[src/sv/sphpf_pkg.sv]
// Shared types, constants and helpers for the SPH pressure force accumulator.
package sphpf_pkg;

    localparam int FRAC_BITS = 16;
    localparam int CFG_W     = 31;
    localparam int POS_W     = 32;
    localparam int SUM_W     = 48;
    localparam int COEF_W    = 47;
    localparam int ADDR_W    = 4;

    localparam logic [CFG_W-1:0] RADIUS_RST = 31'd65536;
    localparam logic [CFG_W-1:0] SCALE_RST  = 31'd250331;
    localparam logic [CFG_W-1:0] TARGET_RST = 31'd180224;
    localparam logic [CFG_W-1:0] PMUL_RST   = 31'd131072;

    // register indexes (paddr[3:2])
    localparam logic [1:0] REG_RADIUS = 2'd0;
    localparam logic [1:0] REG_SCALE  = 2'd1;
    localparam logic [1:0] REG_TARGET = 2'd2;
    localparam logic [1:0] REG_PMUL   = 2'd3;

    typedef struct packed {
        logic [CFG_W-1:0] radius;
        logic [CFG_W-1:0] scale;
        logic [CFG_W-1:0] target;
        logic [CFG_W-1:0] pmul;
    } t_cfg;

    // classified neighbor item handed from front to back
    typedef struct packed {
        logic [2:0][CFG_W-1:0] dm;
        logic [2:0]            neg;
        logic [CFG_W-1:0]      nd;
        logic [CFG_W-1:0]      sd;
        logic                  skip;
        logic                  last;
    } t_item;

    typedef struct packed {
        logic full;
        logic empty;
    } t_fifo_st;

    typedef enum logic [3:0] {
        ST_IDLE, ST_SQ, ST_ROOT, ST_CHK, ST_PM, ST_SLOPE, ST_P0, ST_P1,
        ST_QCHK, ST_QDIV, ST_DINIT, ST_DDIV, ST_DMUL, ST_ACC, ST_FIN
    } t_state;

    function automatic logic [POS_W-1:0] sat32(input logic signed [SUM_W-1:0] s);
        logic [POS_W-1:0] r;
        if (s > $signed(48'sh0000_7FFF_FFFF)) begin
            r = 32'h7FFF_FFFF;
        end else if (s < $signed(48'shFFFF_8000_0000)) begin
            r = 32'h8000_0000;
        end else begin
            r = s[POS_W-1:0];
        end
        return r;
    endfunction

endpackage

[src/sv/sphpf_front.sv]
// Front end: takes neighbor transfers, forms axis deltas and classifies far/self items.
module sphpf_front (
    input  logic                      i_rst_n,
    input  sphpf_pkg::t_cfg           i_cfg,
    input  logic                      i_valid,
    input  logic [253:0]              i_data,
    input  logic                      i_is_self,
    input  logic                      i_last,
    input  sphpf_pkg::t_fifo_st       i_fifo_st,
    output logic                      o_ready,
    output logic                      o_push,
    output sphpf_pkg::t_item          o_item
);

    logic signed [32:0] w_dl [3];
    logic [32:0]        w_dm [3];
    logic [2:0]         w_far;

    // per-axis signed difference, magnitude and range test
    always_comb begin
        for (int i = 0; i < 3; i++) begin
            w_dl[i] = $signed({i_data[32*i+31], i_data[32*i +: 32]})
                    - $signed({i_data[127+32*i+31], i_data[127+32*i +: 32]});
            w_dm[i] = w_dl[i][32] ? 33'(-w_dl[i]) : 33'(w_dl[i]);
            w_far[i] = (w_dm[i] >= {2'b0, i_cfg.radius});
            o_item.dm[i]  = w_dm[i][30:0];
            o_item.neg[i] = w_dl[i][32];
        end
        o_item.sd   = i_data[126:96];
        o_item.nd   = i_data[253:223];
        o_item.skip = i_is_self | (|w_far);
        o_item.last = i_last;
    end

    assign o_ready = i_rst_n & ~i_fifo_st.full;
    assign o_push  = i_valid & o_ready;

endmodule

[config.mk]
export PLATFORM = sky130hd
export DESIGN_NAME = sphpf_front
export DESIGN_NICKNAME = d
export VERILOG_FILES = /design/src/sv/sphpf_pkg.sv /design/src/sv/sphpf_front.sv
export SDC_FILE = /design/constraint.sdc
export NUM_CORES = 1
export LEC_CHECK = 0
export BUFFER_PORTS_ARGS = -buffer_cell sky130_fd_sc_hd__buf_2
export CORE_AREA = 2 2 212 214
export DETAILED_ROUTE_END_ITERATION = 8
export DIE_AREA = 0 0 214 216
export PLACE_DENSITY_LB_ADDON = 0.12
export REMOVE_ABC_BUFFERS = 1
export SKIP_LAST_GASP = 1
export SLEW_MARGIN = 20
export SYNTH_ARGS = -nofsm -noshare
export SYNTH_HDL_FRONTEND = slang
export SYNTH_SLANG_ARGS = --single-unit
[constraint.sdc]
create_clock -name vclk -period 7.88
set_input_delay 1.182 -clock vclk [all_inputs]
set_output_delay 1.182 -clock vclk [all_outputs]
set_load 0.03 [all_outputs]
Yosys cells after proc, flatten, opt, wreduce, memory -nomap -nowiden
Index checks and enable logic that the tools add are counted.
{"block": "totals", "ff_bits": 0, "input_bits": 384, "out_inout_bits": 162, "elab_cells": 17}
{"block": "op_classes", "addsub": 6, "n_lt_le_gt_ge": 3, "mux": 3, "n_bitwise": 4, "reduce_logical": 1}
{"cell": "greater-or-equal comparator 33 x 31 -> 1 bit", "n": 3}
{"cell": "2-to-1 mux 33 bit", "n": 3}
{"cell": "negator 33 bit", "n": 3}
{"cell": "subtractor 32 x 32 -> 33 bit", "n": 3}
{"cell": "OR reduction 3 bit", "n": 1}
{"cell": "bitwise AND 1 bit", "n": 2}
{"cell": "NOT 1 bit", "n": 1}
{"cell": "bitwise OR 1 bit", "n": 1}

Logic depth before layout (Yosys ltp)
Gate-level depths: netlist of the first run.
{"block": "depth", "word_depth": 6, "depth_mapped": 27, "mapped_depth_nobuf": 27}

Worst setup path after synthesis of the first run
No wires, ideal clock.
{"block": "synth_timing", "kind": "in2out", "from": "input i_data[32]", "to": "output o_item[1] (netlist name)", "t_arrival_ns": 7.331, "required_time_ns": 6.698, "path_slack_ns": -0.633, "cell_stages": 26, "n_path_buf": 0, "path_cell_list": "inv_1 > ha_1 > fa_1 > nand2b_1 > a211oi_2 > mux2_2 > a2111oi_0 > a41o_1 > o21ai_1 > nand2b_1 > or4_1 > nor3_2 > a31oi_1 > xnor2_1 > ha_1 > a21o_1 > a21o_1 > a21oi_1 > nor2_1 > a2111oi_0 > and4_1 > o221a_2 > nand4b_1 > a41o_1 > a211oi_2 > nand4_1"}
{"item": "from (decl)", "line_no": "sphpf_front.sv:6", "text": "input logic [253:0] i_data,"}
{"item": "to (decl)", "line_no": "sphpf_front.sv:12", "text": "output sphpf_pkg::t_item o_item"}

==> flow_summary.yaml, run 1 <==
timing:
  slew_headroom_pct: 55.2
  setup_viol: 1
  grt_setup_unrepaired: "true"
  finalCriticalPeriod_ps: 8010
  worst_slew_pin_slew_ps: 655
  finalHoldViolations: 0
  final_min_period_over_clock_period_pct: 102
  maxClockFrequency_mhz: 125
  slew_viol_final: 0
  setup_ws_ps: -129
setup_path:
  required_ps: 6700
  worst_path_largest_cell_delay_ps: 450
  critPathSlowestCell: "sky130_fd_sc_hd__a2111o_1"
  critical_path_data_arrival_time_ps: 6830
  critPathKind: "in2out"
  critical_path_peak_fanout: 4
  critPathBufInv: 3
  timing.critical_path.max_delay_family: "compound AO/OA/AOI/OAI gates"
  timing.critical_path.from_type: "input pin"
  critical_path.endpoint_type: "output pin"
status:
  run_status: "finished, violations left"
  failed_checks: "negative setup slack"
run:
  max_cap_violations: 0
clock_network:
  hold_buffers: 0
synth:
  mean_instance_size_in_the_synthesized_netlist_um2: 6.75
  synth.top_cells.by_area: "sky130_fd_sc_hd__ha_1, sky130_fd_sc_hd__xnor2_1, sky130_fd_sc_hd__a21oi_1"
  yosys_warnings: 0
  most_common_cell_in_the_netlist: "sky130_fd_sc_hd__ha_1"
  synth_compound_area_share_pct: 29.7
  synthSimpleGateAreaFrac_pct: 21.7
  synthDominantAreaCellType: "sky130_fd_sc_hd__ha_1"
  netlist-cell-type-count: 86
  synth_top_area_share_pct: 22.1
  synthesis.area_um2: 10900
  sequential_share_of_the_synthesized_area_pct: 0
  synth.mux.area_fraction_pct: 0.816
  netlist_instances: 1613
  synth-adder-area-share_pct: 22.6
  netlist_top_cells_count: "sky130_fd_sc_hd__ha_1, sky130_fd_sc_hd__inv_1, sky130_fd_sc_hd__a21oi_1, sky130_fd_sc_hd__nand2_1, sky130_fd_sc_hd__nor2_1"
  synth_top_family_by_area: "compound AO/OA/AOI/OAI gates"
  post_synth_xor_area_fraction_pct: 13.5
drt:
  drt_wl_total_mm: 60.0
  drcViolationCount: 0
  drt_pre_antenna_iters: 5
  route.detailed.wl_per_inst_um: 21.3
  drt-vias-per-instance: 4.92
  number_of_nets_with_antenna_violations_after_routing: 0
  drt_iter0_drc: 680
  dr_total_vias: 13900
worst_hold_path:
  hold_path_endpoint: "o_item[0]"
  worstHoldPathType: "in2out"
  hold_start: "i_last"
  worst_hold_path.num_cells: 0
global_routing:
  grt_pass1_wl_mm: 87.3
  grt_start_max_net_pins: 11
  grt_antenna_before_repair: 0
  via_count_of_the_first_global_routing_pass: 13900
  all_layer_global_routing_usage_pct: 24.9
  gr-total-overflow: 0
place:
  placed_cells: 2809
  portBuffers: 326
  gp_routability_congestion: 0.989
  post-dp-hpwl_mm: 55.0
  post_dp_cell_area_um2: 15500
finish:
  post_route_cell_area_um2: 15900
  area_delta_synth_final_pct: 45.8
  design.seq.count: 0
  post_layout_nonfiller_instances: 2821
  final_net_count: 2810
  fraction_of_layout_instances_using_a_drive_strength_above_1_pct: 35.7
  register_cell_area_after_layout_um2: 0
  antenna_cells: 0
  nClkBuffers: 0
die:
  fp.dieH_um: 216
  die_x_um: 214
  ios: 546
  fp_rows: 77
  initial_utilization_pct: 24.8
  design.core.area_um2: 43800
  die_area_um2: 46200
pwr:
  peakVddDrop_mv: 0.0759
  p_total_mw: 2.61
  power-per-cell-area_nw_per_um2: 164
  power_leakage_nw: 8.24
[per-layer routing]
metal  GRT usage [%]  up-vias  routed length, µm  part of all wire, %
li1                -     7016                  -                    -
met1            29.6     6316              25000                   42
met2            40.4      525              26000                   43
met3            13.2       22               7970                   13
met4            3.01        2                873                  1.5
met5            3.33        -                176                 0.29
[logic make-up (layout without fill, tap and decap cells)]
group	after synthesis	count (layout)
multiplexers	8	8
buffers and inverters	272	888
AO/OA/AOI/OAI	497	497
AND/OR/NAND/NOR	473	473
XOR/XNOR	168	168
adder cells (fa/ha/maj)	195	195
[report_power, final]
group          total [mW]  internal (mW)  switching (mW)
logic                2.61           1.11            1.50
registers               0              0               0
clock network           0              0               0
[metrics by stage]
| stage | setup WS, ps | TNS (ps) | utilization, % | hold slack (ps) |
|---|---|---|---|---|
| finish | -129 | -129 | 36.2 | 2360 |
| global placement | -736 | -736 | 35.4 | 2360 |
| CTS | -113 | -113 | 36.0 | 2360 |
| global route | -390 | -390 | 36.2 | 2360 |
| detailed placement | -782 | -782 | 35.4 | 2360 |
| floorplan | -954 | -954 | - | 2360 |
[worst max path at each step]
stage	depth (start not counted)	slack, ps	startpoint	endpoint
final	28	-130	i_data[64]	o_item[1]
after global routing	28	-390	i_data[32]	o_item[1]
after detailed placement	28	-780	i_data[32]	o_item[1]
after global placement	28	-740	i_data[32]	o_item[1]
after floorplan	23	-950	i_data[145]	o_item[1]
after CTS	28	-110	i_data[32]	o_item[1]
[area by class of cell]
class,instances,area (µm²)
inverter,166,627
multi-input combinational,1341,9870
fill,4884,28000
tap,592,741
timing repair buffer,722,4640
[cells in the final DEF (no fill, tap or decap), drive strengths merged, types with 18 or more instances in the layout]
| cell type | synthesis | layout |
|---|---|---|
| a211oi | 22 | 22 |
| a21o | 60 | 60 |
| a21oi | 152 | 152 |
| a31oi | 25 | 25 |
| and3 | 18 | 18 |
| buf | 69 | 722 |
| ha | 192 | 192 |
| inv | 165 | 165 |
| nand2 | 126 | 126 |
| nand3 | 24 | 24 |
| nand4 | 44 | 44 |
| nor2 | 120 | 120 |
| nor3 | 35 | 35 |
| o21ai | 102 | 102 |
| o31ai | 20 | 20 |
| xnor2 | 107 | 107 |
| xor2 | 61 | 61 |
[what timing repair did]
action | in CTS | in global routing
setup buffers | 8 | 4
setup endpoints to repair | 1 | 1
gates resized for setup | 44 | 15
pin swaps | 34 | 9
Power figures use the tool's default switching activity.
==> run 2, diff against run 1 <==
==> constraint.sdc (replaced) <==
create_clock -name vclk -period 7.88
set_input_delay 0.394 -clock vclk [all_inputs]
set_output_delay 0.394 -clock vclk [all_outputs]
set_load 0.03 [all_outputs]
==> run 2 against run 1 <==
Net effect: the run now ends clean; largest power group unchanged; die area is the same; maximum frequency grew 9.4%; first-iteration DRC count shrank 17%; hold slack lost 1600 ps; cell count shrank 14%.
==> flow_summary.yaml, run 2 (same netlist as run 1, synthesis figures left out) <==
status:
  run_status: "complete, no violations"
drt:
  drt-vias-per-instance: 5.09
  route.detailed.wl_per_inst_um: 23.3
  drcViolationCount: 0
  drt_iter0_drc: 567
  dr_total_vias: 12400
  number_of_nets_with_antenna_violations_after_routing: 0
  drt_wl_total_mm: 56.6
  drt_pre_antenna_iters: 5
setup_path:
  critical_path_data_arrival_time_ps: 6930
  required_ps: 7490
  timing.critical_path.from_type: "input pin"
  critical_path.endpoint_type: "output pin"
  critical_path_peak_fanout: 5
  critPathKind: "in2out"
pwr:
  peakVddDrop_mv: 0.0824
  power-per-cell-area_nw_per_um2: 162
  power_leakage_nw: 6.28
timing:
  total_negative_slack_ps: 0
  finalCriticalPeriod_ps: 7320
  maxClockFrequency_mhz: 137
  worst_slew_pin_slew_ps: 1000
  final_min_period_over_clock_period_pct: 92.9
  grt_setup_unrepaired: "false"
  finalHoldViolations: 0
  slew_viol_final: 0
  setup_ws_ps: 556
  slew_headroom_pct: 31.4
  setup_viol: 0
finish:
  top_library_cells_by_usage_in_the_layout_fill_and_taps_aside: "sky130_fd_sc_hd__buf_2, sky130_fd_sc_hd__ha_1, sky130_fd_sc_hd__inv_1"
  most_common_cell_after_layout_fill_and_taps_aside: "sky130_fd_sc_hd__buf_2"
  fraction_of_layout_instances_using_a_drive_strength_above_1_pct: 20.0
  final_net_count: 2420
  nClkBuffers: 0
  final_core_utilization_pct: 28.9
  register_cell_area_after_layout_um2: 0
  area_delta_synth_final_pct: 16.3
  post_layout_nonfiller_instances: 2431
  antenna_cells: 0
  fill_cells: 5004
  design.seq.count: 0
  post_route_cell_area_um2: 12700
global_routing:
  via_count_of_the_first_global_routing_pass: 11900
  grt_pass1_wl_mm: 80.6
  gr-total-overflow: 0
  all_layer_global_routing_usage_pct: 23.4
  grt_antenna_before_repair: 0
  grt_start_max_net_pins: 23
clock_network:
  hold_buffers: 0
  number_of_setup_buffers_added_after_cts: 0
  cts_repair_resize_count: 0
place:
  post_dp_cell_area_um2: 12700
  placed_cells: 2431
  post-dp-hpwl_mm: 51.9
  gp_routability_congestion: 0.976
  portBuffers: 326
  dp_slack_ps: 526
die:
  die_area_um2: 46200
  ios: 546
  fp.dieH_um: 216
  design.core.area_um2: 43800
  fp_rows: 77
  initial_utilization_pct: 24.8
  die_x_um: 214
run:
  max_cap_violations: 0
worst_hold_path:
  worstHoldPathType: "in2out"
-- run 2: cell count changes in the layout (fill, tap and decap cells not counted), sizes merged --
cell      change
buf         -390
clkinvlp      -1
clkinv        +1
-- run 2: routing by layer --
| metal | GRT usage, % | share of wire [%] | vias up |
|---|---|---|---|
| met5 | 6.56 | 0.75 | - |
| met4 | 1.24 | 0.64 | 6 |
| met3 | 13.6 | 14 | 10 |
| met2 | 38.4 | 44 | 480 |
| met1 | 27.0 | 41 | 5611 |
| li1 | - | - | 6259 |
-- run 2: area by class of cell --
type / instances / area (µm²) / area share (%)
multi-input cells: 1341 / 9630 / 76.0
well taps: 592 / 741 / 5.85
repair buffers: 332 / 1680 / 13.2
inverters: 166 / 623 / 4.92
-- run 2: final timing paths --
kind	from	to	slack, ps	depth (start not counted)
worst max-delay path	i_data[32]	o_item[1]	560	28
worst min-delay path	i_last	o_item[0]	790	0
-- run 2: power by group --
group	internal [mW]	total, mW	leakage (nW)	switching, mW
clock	0	0	0	0
combinational	0.678	2.06	6.28	1.38
sequential	0	0	0	0
total	0.678	2.06	6.28	1.38
-- run 2: worst max-delay path: stages --
cell	delay (ps)
sky130_fd_sc_hd__buf_2	70
sky130_fd_sc_hd__inv_1	30
sky130_fd_sc_hd__ha_1	230
sky130_fd_sc_hd__fa_1	400
sky130_fd_sc_hd__nand2b_1	190
sky130_fd_sc_hd__a211oi_2	380
sky130_fd_sc_hd__mux2_2	380
sky130_fd_sc_hd__a2111oi_0	390
sky130_fd_sc_hd__a41o_1	190
sky130_fd_sc_hd__o21ai_1	100
sky130_fd_sc_hd__nand2b_1	210
sky130_fd_sc_hd__or4_1	660
sky130_fd_sc_hd__nor3_2	350
sky130_fd_sc_hd__a31oi_1	160
sky130_fd_sc_hd__xnor2_1	300
sky130_fd_sc_hd__ha_1	310
sky130_fd_sc_hd__a21o_1	170
sky130_fd_sc_hd__a21o_1	180
sky130_fd_sc_hd__a21oi_1	150
sky130_fd_sc_hd__nor2_1	50
sky130_fd_sc_hd__a2111oi_0	340
sky130_fd_sc_hd__and4_1	240
sky130_fd_sc_hd__o221a_2	170
sky130_fd_sc_hd__nand4b_1	110
sky130_fd_sc_hd__a41o_1	230
sky130_fd_sc_hd__a211oi_2	190
sky130_fd_sc_hd__nand4_1	130
sky130_fd_sc_hd__buf_2	220
-- run 2: metrics by stage --
step	power [mW]	hold WS [ps]
2_1_floorplan	1.38	788
3_3_place_gp	2.03	788
3_5_place_dp	2.05	788
4_1_cts	2.06	788
5_1_grt	2.25	788
6_report	2.06	788
