$ cat src/sv/sphpf_pkg.sv
// Shared types, constants and helpers for the SPH pressure force accumulator.
package sphpf_pkg;

    localparam int FRAC_BITS = 16;
    localparam int CFG_W     = 31;
    localparam int POS_W     = 32;
    localparam int SUM_W     = 48;
    localparam int COEF_W    = 47;
    localparam int ADDR_W    = 4;

    localparam logic [CFG_W-1:0] RADIUS_RST = 31'd65536;
    localparam logic [CFG_W-1:0] SCALE_RST  = 31'd250331;
    localparam logic [CFG_W-1:0] TARGET_RST = 31'd180224;
    localparam logic [CFG_W-1:0] PMUL_RST   = 31'd131072;

    // register indexes (paddr[3:2])
    localparam logic [1:0] REG_RADIUS = 2'd0;
    localparam logic [1:0] REG_SCALE  = 2'd1;
    localparam logic [1:0] REG_TARGET = 2'd2;
    localparam logic [1:0] REG_PMUL   = 2'd3;

    typedef struct packed {
        logic [CFG_W-1:0] radius;
        logic [CFG_W-1:0] scale;
        logic [CFG_W-1:0] target;
        logic [CFG_W-1:0] pmul;
    } t_cfg;

    // classified neighbor item handed from front to back
    typedef struct packed {
        logic [2:0][CFG_W-1:0] dm;
        logic [2:0]            neg;
        logic [CFG_W-1:0]      nd;
        logic [CFG_W-1:0]      sd;
        logic                  skip;
        logic                  last;
    } t_item;

    typedef struct packed {
        logic full;
        logic empty;
    } t_fifo_st;

    typedef enum logic [3:0] {
        ST_IDLE, ST_SQ, ST_ROOT, ST_CHK, ST_PM, ST_SLOPE, ST_P0, ST_P1,
        ST_QCHK, ST_QDIV, ST_DINIT, ST_DDIV, ST_DMUL, ST_ACC, ST_FIN
    } t_state;

    function automatic logic [POS_W-1:0] sat32(input logic signed [SUM_W-1:0] s);
        logic [POS_W-1:0] r;
        if (s > $signed(48'sh0000_7FFF_FFFF)) begin
            r = 32'h7FFF_FFFF;
        end else if (s < $signed(48'shFFFF_8000_0000)) begin
            r = 32'h8000_0000;
        end else begin
            r = s[POS_W-1:0];
        end
        return r;
    endfunction

endpackage

$ cat src/sv/sphpf_fifo.sv
// Two-entry queue between the front end and the back end.
module sphpf_fifo (
    input  logic                  i_clk,
    input  logic                  i_rst_n,
    input  logic                  i_push,
    input  sphpf_pkg::t_item      i_item,
    input  logic                  i_pop,
    output sphpf_pkg::t_item      o_item,
    output sphpf_pkg::t_fifo_st   o_st
);

    sphpf_pkg::t_item r_mem [2];
    logic             r_wp;
    logic             r_rp;
    logic [1:0]       r_cnt;

    // storage
    always_ff @(posedge i_clk) begin
        if (i_push) begin
            r_mem[r_wp] <= i_item;
        end
    end

    // pointers and fill count
    always_ff @(posedge i_clk) begin
        if (!i_rst_n) begin
            r_wp  <= 1'b0;
            r_rp  <= 1'b0;
            r_cnt <= 2'd0;
        end else begin
            if (i_push) r_wp <= ~r_wp;
            if (i_pop)  r_rp <= ~r_rp;
            r_cnt <= r_cnt + {1'b0, i_push} - {1'b0, i_pop};
        end
    end

    assign o_item   = r_mem[r_rp];
    assign o_st.full  = (r_cnt == 2'd2);
    assign o_st.empty = (r_cnt == 2'd0);

endmodule

$ cat config.mk
export PLATFORM = sky130hd
export DESIGN_NAME = sphpf_fifo
export DESIGN_NICKNAME = d
export VERILOG_FILES = /design/src/sv/sphpf_pkg.sv /design/src/sv/sphpf_fifo.sv
export SDC_FILE = /design/constraint.sdc
export NUM_CORES = 1
export LEC_CHECK = 0
export CORE_UTILIZATION = 50
export CTS_BUF_LIST = sky130_fd_sc_hd__clkbuf_4 sky130_fd_sc_hd__clkbuf_8
export DETAILED_ROUTE_END_ITERATION = 8
export DONT_BUFFER_PORTS = 1
export RECOVER_POWER = 25
export SLEW_MARGIN = 5
export SYNTH_ARGS = -nofsm -noshare
export SYNTH_HDL_FRONTEND = slang
export SYNTH_SLANG_ARGS = --single-unit
$ cat constraint.sdc
create_clock -name i_clk -period 8.9 [get_ports i_clk]
set_clock_uncertainty 0.05 [all_clocks]
set_input_delay 0 -clock i_clk [delete_from_list [all_inputs] [get_ports i_clk]]
set_output_delay 0 -clock i_clk [all_outputs]
set_load 0.01 [all_outputs]
== After elaboration in Yosys (flattened, before gate mapping) ==
Memories as Yosys holds them, arrays and structs flattened. A register that Yosys moved wholly into a read port is not among the register bits.
Index checks and enable logic that the tools add are counted.

* Reductions and logical operators: 1
* $add $sub $neg: 2
* Mux-type cells: 4
* Bitwise logic cells: 2
* Eq/ne operators: 1

{| class="wikitable"
|+ Operators with widths
! operator !! count
|-
| $mux 1 || 4
|-
| $add 2x1->2 || 1
|-
| $eq 2x2->1 const B || 1
|-
| $logic_not 2->1 || 1
|-
| $not 1->1 || 2
|-
| $sub 2x1->2 || 1
|}

* Bits in registers: 4
* Bits in writable memories: 320
* Memories: 1
* Input bits: 164

{| class="wikitable"
|+ Memory list
! name !! words !! bits a word !! rd ports !! clocked after Yosys merged registers in !! write ports !! RTL line !! source
|-
| r_mem || 2 || 160 || 1 || 1 || 1 || sphpf_fifo.sv:12 || <nowiki>sphpf_pkg::t_item r_mem [2];</nowiki>
|}

== Longest topological paths before layout ==
Gate-level depths: netlist of the first run.

* Depth after elaboration: 3
* Gate-level depth with buffers: 6
* Gate-level depth less buffers: 6

== Least setup slack after synthesis of the first run ==
No wires, ideal clock.

* Path type: reg2reg
* Start: reg r_wp
* End: mem r_mem[0][0] (netlist name) (enable)
* Setup time: 0.701 ns
* Clock period less this slack: 8.114 ns
* Stages on the path, launching flop included: 2
* Setup slack: 0.786 ns
* Data required time: 8.149 ns
* Arrival: 7.363 ns
* Path through: dfxtp_1 -> nor2b_1

{| class="wikitable"
|+ RTL lines
! element !! RTL line !! source
|-
| start: declaration || sphpf_fifo.sv:13 || <nowiki>logic r_wp;</nowiki>
|-
| start signal: assignment || sphpf_fifo.sv:31 || <nowiki>if (i_push) r_wp <= ~r_wp;</nowiki>
|-
| end: declaration || sphpf_fifo.sv:12 ||
|}

Straight into the memory's write port.

==> impl_table.tex, run 1 <==
\begin{tabular}{lr}
\hline
Metric & Value \\
\hline
\multicolumn{2}{l}{\textbf{Power}} \\
\quad Switching Fraction & roughly 22\% \\
\quad Internal power summed over all cells & approximately 0.0026 W \\
\quad Power per unit of standard cell area & between 200 and 250 nW/um2 \\
\quad Combinational cell fraction of total power & roughly a tenth \\
\quad Peak VDD IR & 0.0001494 V \\
\quad Fraction of power consumed by the clock network & 35.2\% \\
\quad Power share of the sequential group & a little over half \\
\quad Leakage dissipation & around 5.3 nW \\
\quad Switching pwr & about 0.00073 W \\
\multicolumn{2}{l}{\textbf{Clock network}} \\
\quad Number of resized instances in the post-cts repair step & 0 \\
\quad Number of sinks driven by the clock tree & between 300 and 400 \\
\quad Number of levels in the clock H-tree & 2 \\
\quad Clock Root Buffer & sky130\_fd\_sc\_hd\_\_clkbuf\_8 \\
\quad TritonCTS Buffers & 50 \\
\quad Clock insertion delay at the later pin of the skew report & approximately 0.55 ns \\
\quad Clock tree from TritonCTS & done \\
\quad Number of buffers between clock root and the deepest sink & 3 \\
\quad Clock slew seen by the registers of the worst setup and hold paths & 0.06 ns \\
\multicolumn{2}{l}{\textbf{Yosys}} \\
\quad Count of synthesis-stage warnings from yosys & 0 \\
\quad Average size of a mapped cell & 23.46 um2 \\
\quad Cell Area, Synth & 12180 um2 \\
\quad Most area-hungry cell type in the Yosys netlist & sky130\_fd\_sc\_hd\_\_edfxtp\_1 \\
\quad Async set-reset flop share out of synthesis & 0\% \\
\quad Number of synthesized flops with an enable pin & 320 \\
\quad Ranking of synthesized cells by area & sky130\_fd\_sc\_hd\_\_edfxtp\_1 (79\%), sky130\_fd\_sc\_hd\_\_mux2\_4 (12\%), sky130\_fd\_sc\_hd\_\_mux2\_2 (5.5\%), sky130\_fd\_sc\_hd\_\_buf\_6 (1.1\%), sky130\_fd\_sc\_hd\_\_dfxtp\_1 (0.82\%) \\
\quad Sequential cell area fraction in the yosys report & 79.74\% \\
\quad Top\_reg\_cell synth & sky130\_fd\_sc\_hd\_\_edfxtp\_1 \\
\quad Number of storage elements in the synthesis netlist & roughly 330 \\
\quad Most common cell in the synthesized netlist & sky130\_fd\_sc\_hd\_\_edfxtp\_1 \\
\quad Number of nets in the synthesized netlist & 685 \\
\quad Top cell types by occurrence after synthesis & sky130\_fd\_sc\_hd\_\_edfxtp\_1 (320), sky130\_fd\_sc\_hd\_\_mux2\_4 (100), sky130\_fd\_sc\_hd\_\_mux2\_2 (60) \\
\quad Number of different library cells in the post-synthesis netlist & 14 \\
\quad Share of the synthesized area in the top cell type & $\sim$79\% \\
\quad Synthesized instance count & about 520 \\
\multicolumn{2}{l}{\textbf{Floorplan}} \\
\quad Die Height & around 160 um \\
\quad CORE AREA & 23680 um2 \\
\quad Ports placed on the boundary & 326 \\
\quad Initial Util & between 50\% and 60\% \\
\quad Die width & about 160 um \\
\quad Count of standard-cell rows & 56 \\
\quad Die Outline Area & $\sim$25000 um2 \\
\multicolumn{2}{l}{\textbf{Route}} \\
\quad Total Wirelength & 22510 um \\
\quad Post-detailed-route via-to-cell ratio & just over 5 \\
\quad Wire length per cell & approximately 21 um \\
\quad Initial DRC Count & 227 \\
\quad First drt pass iteration count & 4 \\
\quad Vias & 5494 \\
\quad Detailed-route DRC error count & 0 \\
\quad Post-route antenna net violation count & 0 \\
\multicolumn{2}{l}{\textbf{Timing}} \\
\quad Actual slew at the worst max-slew pin & roughly 1 ns \\
\quad Fin. max-slew vios & 0 \\
\quad Max\_slew headroom & 33.37\% \\
\quad Final Hold Vio Count & 0 \\
\quad Post-route fraction of the period consumed by the critical path & about a third \\
\quad Maximum achievable frequency & between 300 and 400 MHz \\
\quad Final setup violation count & 0 \\
\quad Tightest hold margin & 0.05395 ns \\
\quad Final critical-path required period & between 2 and 3 ns \\
\quad Setup Total Neg Slack & 0 ns \\
\quad RSZ-0062 raised after global routing & no \\
\multicolumn{2}{l}{\textbf{Critical path}} \\
\quad Critical Path AT & around 2.9 ns \\
\quad Critical Path Source Type & flip-flop \\
\quad Critical path endpoint category & output port \\
\quad Type of the setup path with the least slack & flip-flop to output port \\
\quad Worst r2r path cells & 4 \\
\quad Endpoint required time on the critical path & between 8 and 9 ns \\
\quad Slack of the worst reg-to-reg path & $\sim$6.4 ns \\
\quad Highest fanout seen on the critical path & 66 \\
\multicolumn{2}{l}{\textbf{Cells and area}} \\
\quad Final net count & $\sim$890 \\
\quad Syn-to-layout area delta & 23.71\% \\
\quad Share of layout cells above drive strength 1 & roughly 32\% \\
\quad Number of cells in the finished layout apart from fillers & about 1100 \\
\multicolumn{2}{l}{\textbf{Min path}} \\
\quad Hold Crit Class & primary input to flip-flop \\
\quad Worst hold path cell count & 1 \\
\multicolumn{2}{l}{\textbf{Placement}} \\
\quad Weighted congestion at the end of routability-driven global placement & 0.7518 \\
\quad Inst Count DP & around 830 \\
\quad Detailed Place HPWL & about 14000 um \\
\quad Count of input and output buffers & 0 \\
\multicolumn{2}{l}{\textbf{Global route}} \\
\quad Global-route wire length before repair & 32310 um \\
\quad Vias in the first global route & a little under 6000 \\
\quad Antenna violations before repair & 1 \\
\quad Largest net degree at the start of global routing & 75 \\
\quad Global-route usage over all layers & between 10\% and 20\% \\
\quad Leftover overflow at the end of global routing & 0 \\
\multicolumn{2}{l}{\textbf{Run status}} \\
\quad Run status & finished clean \\
\multicolumn{2}{l}{\textbf{Flow run}} \\
\quad Max-cap viol count & 0 \\
\hline
\end{tabular}
==> cell type report <==
class                           count  area, um2
Inverter                            2      7.507
Clock buffer                       66      827.0
Fill cell                        1651       8620
Multi-Input combinational cell    174       2305
Timing Repair Buffer              170       1687
Clock inverter                     23      122.6
Sequential cell                   325       9713
Tap cell                          319      399.1
Antenna cell                        1      2.502
==> placed cells by master (no fill, tap or decap) <==
master | netlist | layout
sky130_fd_sc_hd__and2_1 | 4 | 3
sky130_fd_sc_hd__clkinv_1 | 0 | 14
sky130_fd_sc_hd__and2_4 | 0 | 1
sky130_fd_sc_hd__bufinv_16 | 0 | 1
sky130_fd_sc_hd__dfxtp_1 | 5 | 4
sky130_fd_sc_hd__dlygate4sd3_1 | 0 | 164
sky130_fd_sc_hd__diode_2 | 0 | 1
sky130_fd_sc_hd__nor2b_4 | 0 | 1
sky130_fd_sc_hd__ha_1 | 2 | 2
sky130_fd_sc_hd__nor2_1 | 1 | 1
sky130_fd_sc_hd__nor2b_1 | 4 | 3
sky130_fd_sc_hd__xnor3_1 | 1 | 1
sky130_fd_sc_hd__edfxtp_1 | 320 | 320
sky130_fd_sc_hd__xor2_1 | 1 | 1
sky130_fd_sc_hd__clkbuf_8 | 0 | 53
sky130_fd_sc_hd__mux2_2 | 60 | 60
sky130_fd_sc_hd__o21a_1 | 1 | 1
sky130_fd_sc_hd__inv_1 | 2 | 2
sky130_fd_sc_hd__dfxtp_4 | 0 | 1
sky130_fd_sc_hd__mux2_4 | 100 | 100
sky130_fd_sc_hd__clkbuf_4 | 0 | 13
sky130_fd_sc_hd__buf_4 | 0 | 6
sky130_fd_sc_hd__clkinv_2 | 0 | 8
==> power by group through the flow <==
stage | Sequential (W) | Combinational (W) | Clock [W]
floorplan | 0.00183 | 0.000237 | 0
global placement | 0.00183 | 0.000261 | 0
detailed placement | 0.00184 | 0.000265 | 0
CTS | 0.00181 | 0.000336 | 0.00119
global route | 0.00181 | 0.000352 | 0.00126
finish | 0.00180 | 0.000332 | 0.00116
==> critical path: stages (launching register included) <==
cell and delay [ns]:
sky130_fd_sc_hd__dfxtp_4 0.99, sky130_fd_sc_hd__buf_4 0.79, sky130_fd_sc_hd__mux2_2 0.46
==> kinds of logic after synthesis <==
| group | share of synthesized area [%] |
|---|---|
| AO/OA/AOI/OAI | 0.06168 |
| buffers and inverters | 1.418 |
| AND/OR/NAND/NOR | 0.4417 |
| flip-flops | 79.74 |
| multiplexers | 17.88 |
| adder cells (fa/ha/maj) | 0.2055 |
| XOR/XNOR | 0.2569 |
==> layer usage <==
metal	track usage (%)	share of wire [%]	up-vias
li1	-	-	2480
met1	18.97	36	2723
met2	29.96	51	250
met3	7.254	10	41
met4	6.502	2.2	0
met5	0	0	-
==> final timing paths <==
check,from,end
max reg2reg,r_wp$_SDFFE_PN0P_,r_wp$_SDFFE_PN0P_
max,flip-flop,o_item[27]
min reg2reg,r_rp$_SDFFE_PN0P_,flip-flop
min,i_item[5],r_mem[1][5]$_DFFE_PP_
==> stage by stage <==
| stage | utilization (%) | setup slack (ns) | power, W | instance area, um2 |
|---|---|---|---|---|
| floorplan | - | 0.7862 | 0.002070 | 12180 |
| global route | 63.60 | 5.783 | 0.003422 | 15060 |
| CTS | 63.59 | 5.892 | 0.003332 | 15060 |
| detailed placement | 52.65 | 6.503 | 0.002103 | 12470 |
| finish | 63.60 | 5.951 | 0.003300 | 15060 |
| global placement | 52.65 | 6.558 | 0.002094 | 12470 |
==> flip-flops by register name (all words and copies together), names as in the netlist, named ones only <==
| name | flops |
|---|---|
| r_mem | 320 |
| r_cnt | 2 |
| r_rp | 1 |
| r_wp | 1 |
==> timing repair <==
| item | CTS | global route |
|---|---|---|
| hold buffers | 164 | 0 |
| buffers inserted | 0 | 0 |
| hold endpoints to repair | 364 | 0 |
No activity file was read; power rests on OpenSTA's default activity.
==> run 2: changes to the inputs <==
--- a/config.mk
+++ b/config.mk
@@ -9,6 +9,7 @@
 export CTS_BUF_LIST = sky130_fd_sc_hd__clkbuf_4 sky130_fd_sc_hd__clkbuf_8
 export DETAILED_ROUTE_END_ITERATION = 8
 export DONT_BUFFER_PORTS = 1
+export PLACE_DENSITY = 0.68
 export RECOVER_POWER = 25
 export SLEW_MARGIN = 5
 export SYNTH_ARGS = -nofsm -noshare
==> constraint.sdc (replaced) <==
create_clock -name i_clk -period 2.4 [get_ports i_clk]
set_clock_uncertainty 0.05 [all_clocks]
set_input_delay 0 -clock i_clk [delete_from_list [all_inputs] [get_ports i_clk]]
set_output_delay 0 -clock i_clk [all_outputs]
set_load 0.01 [all_outputs]
==> impl_table.tex, run 2 (synthesized netlist as in run 1, its figures left out) <==
\begin{tabular}{lr}
\hline
Metric & Value \\
\hline
\multicolumn{2}{l}{\textbf{Cells and area}} \\
\quad Most flop-heavy register & r\_mem \\
\quad Non-Filler Cell Area, Final & between 15000 and 20000 um2 \\
\quad Most common cell after layout, fill and taps aside & sky130\_fd\_sc\_hd\_\_edfxtp\_1 \\
\quad Number of cells in the finished layout apart from fillers & 1083 \\
\quad Leading cell types in the layout, fill and taps excluded & sky130\_fd\_sc\_hd\_\_edfxtp\_1 (320), sky130\_fd\_sc\_hd\_\_dlygate4sd3\_1 (164), sky130\_fd\_sc\_hd\_\_mux2\_4 (100) \\
\quad Top Registers & r\_mem x320, r\_cnt x2 \\
\quad Flip-flop count of the largest register after layout & 320 \\
\quad Share of layout cells above drive strength 1 & between 30\% and 40\% \\
\quad Final net count & between 800 and 900 \\
\quad Syn-to-layout area delta & 24.54\% \\
\multicolumn{2}{l}{\textbf{Critical path}} \\
\quad Highest fanout seen on the critical path & 23 \\
\quad Endpoint required time on the critical path & 2.35 ns \\
\quad Critical Path Source Type & flip-flop \\
\quad Critical R2R Launch & r\_wp\$\_SDFFE\_PN0P\_ \\
\quad Cells along the critical path & buf\_4, mux2\_2 \\
\quad Critical Path AT & about 1.9 ns \\
\quad Max stage delay on crit path & about 0.54 ns \\
\quad Type of the setup path with the least slack & flip-flop to output port \\
\quad Slowest-stage cell, CP & sky130\_fd\_sc\_hd\_\_dfxtp\_4 \\
\quad Critical path endpoint category & output port \\
\multicolumn{2}{l}{\textbf{Placement}} \\
\quad Inst Count DP & 833 \\
\quad Detailed Place HPWL & between 10000 and 15000 um \\
\quad Place WS & a little over 0.8 ns \\
\quad Instance area at placement & approximately 13000 um2 \\
\quad Weighted congestion at the end of routability-driven global placement & 0.6948 \\
\quad Count of input and output buffers & 0 \\
\multicolumn{2}{l}{\textbf{Timing}} \\
\quad Final Worst Setup Slack & between 0.4 and 0.5 ns \\
\quad Final setup violation count & 0 \\
\quad Final Hold Vio Count & 0 \\
\quad Post-route fraction of the period consumed by the critical path & just over 80\% \\
\quad Maximum achievable frequency & between 500 and 600 MHz \\
\quad Actual slew at the worst max-slew pin & roughly 0.55 ns \\
\quad RSZ-0062 raised after global routing & no \\
\quad Fin. max-slew vios & 0 \\
\quad Final critical-path required period & $\sim$2 ns \\
\quad Max\_slew headroom & between 60\% and 70\% \\
\multicolumn{2}{l}{\textbf{Clock network}} \\
\quad Number of resized instances in the post-cts repair step & 0 \\
\quad Clock Root Buffer & sky130\_fd\_sc\_hd\_\_clkbuf\_8 \\
\quad Post-CTS repair timing setup buffer count & 0 \\
\quad Number of buffers between clock root and the deepest sink & 3 \\
\quad Clock tree from TritonCTS & done \\
\quad TritonCTS Buffers & 48 \\
\quad Number of sinks driven by the clock tree & around 330 \\
\quad Clock slew seen by the registers of the worst setup and hold paths & around 0.06 ns \\
\quad Number of levels in the clock H-tree & 2 \\
\quad Clock insertion delay at the later pin of the skew report & $\sim$0.52 ns \\
\multicolumn{2}{l}{\textbf{Global route}} \\
\quad Vias in the first global route & slightly above 6000 \\
\quad Global-route usage over all layers & between 10\% and 20\% \\
\quad Global-route wire length before repair & 34800 um \\
\quad Largest net degree at the start of global routing & 51 \\
\quad Leftover overflow at the end of global routing & 0 \\
\quad Antenna violations before repair & 2 \\
\multicolumn{2}{l}{\textbf{Floorplan}} \\
\quad Die Outline Area & approximately 25000 um2 \\
\quad Ports placed on the boundary & between 300 and 400 \\
\quad Die width & between 150 and 200 um \\
\quad Count of standard-cell rows & 56 \\
\quad Initial Util & 51.42\% \\
\quad CORE AREA & 23680 um2 \\
\quad Die Height & around 160 um \\
\multicolumn{2}{l}{\textbf{Power}} \\
\quad Leakage dissipation & between 5 and 6 nW \\
\quad Peak VDD IR & approximately 0.00058 V \\
\quad Power per unit of standard cell area & 797.8 nW/um2 \\
\multicolumn{2}{l}{\textbf{Route}} \\
\quad First drt pass iteration count & 7 \\
\quad Initial DRC Count & about 260 \\
\quad Vias & 5582 \\
\quad Post-detailed-route via-to-cell ratio & 5.154 \\
\quad Post-route antenna net violation count & 0 \\
\quad Wire length per cell & around 22 um \\
\quad Total Wirelength & 24260 um \\
\quad Detailed-route DRC error count & 0 \\
\multicolumn{2}{l}{\textbf{Run status}} \\
\quad Run status & finished clean \\
\multicolumn{2}{l}{\textbf{Min path}} \\
\quad Hold Crit Class & primary input to flip-flop \\
\quad Hold\_sp & i\_item[25] \\
\multicolumn{2}{l}{\textbf{Flow run}} \\
\quad Max-cap viol count & 0 \\
\hline
\end{tabular}
==> run 2: cell count changes in the layout (fill, tap and decap cells not counted) <==
cell,before,now
sky130_fd_sc_hd__dfxtp_2,0,1
sky130_fd_sc_hd__clkbuf_4,13,10
sky130_fd_sc_hd__diode_2,1,2
sky130_fd_sc_hd__buf_4,6,4
sky130_fd_sc_hd__clkbuf_8,53,49
sky130_fd_sc_hd__clkinv_2,8,10
sky130_fd_sc_hd__dfxtp_1,4,3
sky130_fd_sc_hd__buf_12,0,9
==> run 2: stage by stage <==
stage | hold slack, ns | power [W] | utilization, % | setup TNS (ns)
after floorplan | 0.04887 | 0.007635 | - | -189.82
after global placement | 0.04895 | 0.007790 | 53.35 | 0
after detailed placement | 0.04895 | 0.007830 | 53.35 | 0
after CTS | 0.03512 | 0.01214 | 64.01 | 0
after global routing | 0.02167 | 0.01256 | 64.03 | 0
final | 0.06695 | 0.01210 | 64.03 | 0
==> run 2: final cells by class <==
| cell class | count | area [um2] |
|---|---|---|
| Antenna cell | 2 | 5.005 |
| Clock buffer | 59 | 749.5 |
| Clock inverter | 25 | 132.6 |
| Fill cell | 1579 | 8518 |
| Inverter | 2 | 7.507 |
| Multi-Input combinational cell | 174 | 2305 |
| Sequential cell | 325 | 9714 |
| Tap cell | 319 | 399.1 |
| Timing Repair Buffer | 177 | 1852 |
==> run 2: final timing paths <==
check | cells after the start | slack [ns] | endpoint
setup / recovery | 2 | 0.43 | o_item[3]
hold / removal | 1 | 0.07 | r_mem[1][25]$_DFFE_PP_
setup reg to reg | 4 | 0.50 | r_wp$_SDFFE_PN0P_
hold reg to reg | 2 | 0.53 | flip-flop
==> run 2: power breakdown <==
group,switching (W),internal (W),leakage (nW),total (W)
clock,0.00196,0.00216,0.474,0.00412
sequential,0.0000971,0.00657,3.05,0.00666
combinational,0.000662,0.000654,1.83,0.00132
total,0.00272,0.00938,5.35,0.0121
==> run 2: layer usage <==
metal	track usage, %	up-vias	wire [um]
li1	-	2497	-
met1	22.05	2728	9162
met2	31.63	313	12040
met3	7.610	44	2469
met4	7.097	0	591
met5	0	-	0
==> run 2: critical path: cells and delay by family, from the launching register on <==
family                 cells  cell delay (ns)
flip-flops                 1             0.54
buffers and inverters      1             0.41
multiplexers               1             0.43
==> run 2: timing repair <==
item	CTS	global route
hold endpoints to repair	387	0
setup endpoints to repair	0	0
hold buffers	164	0
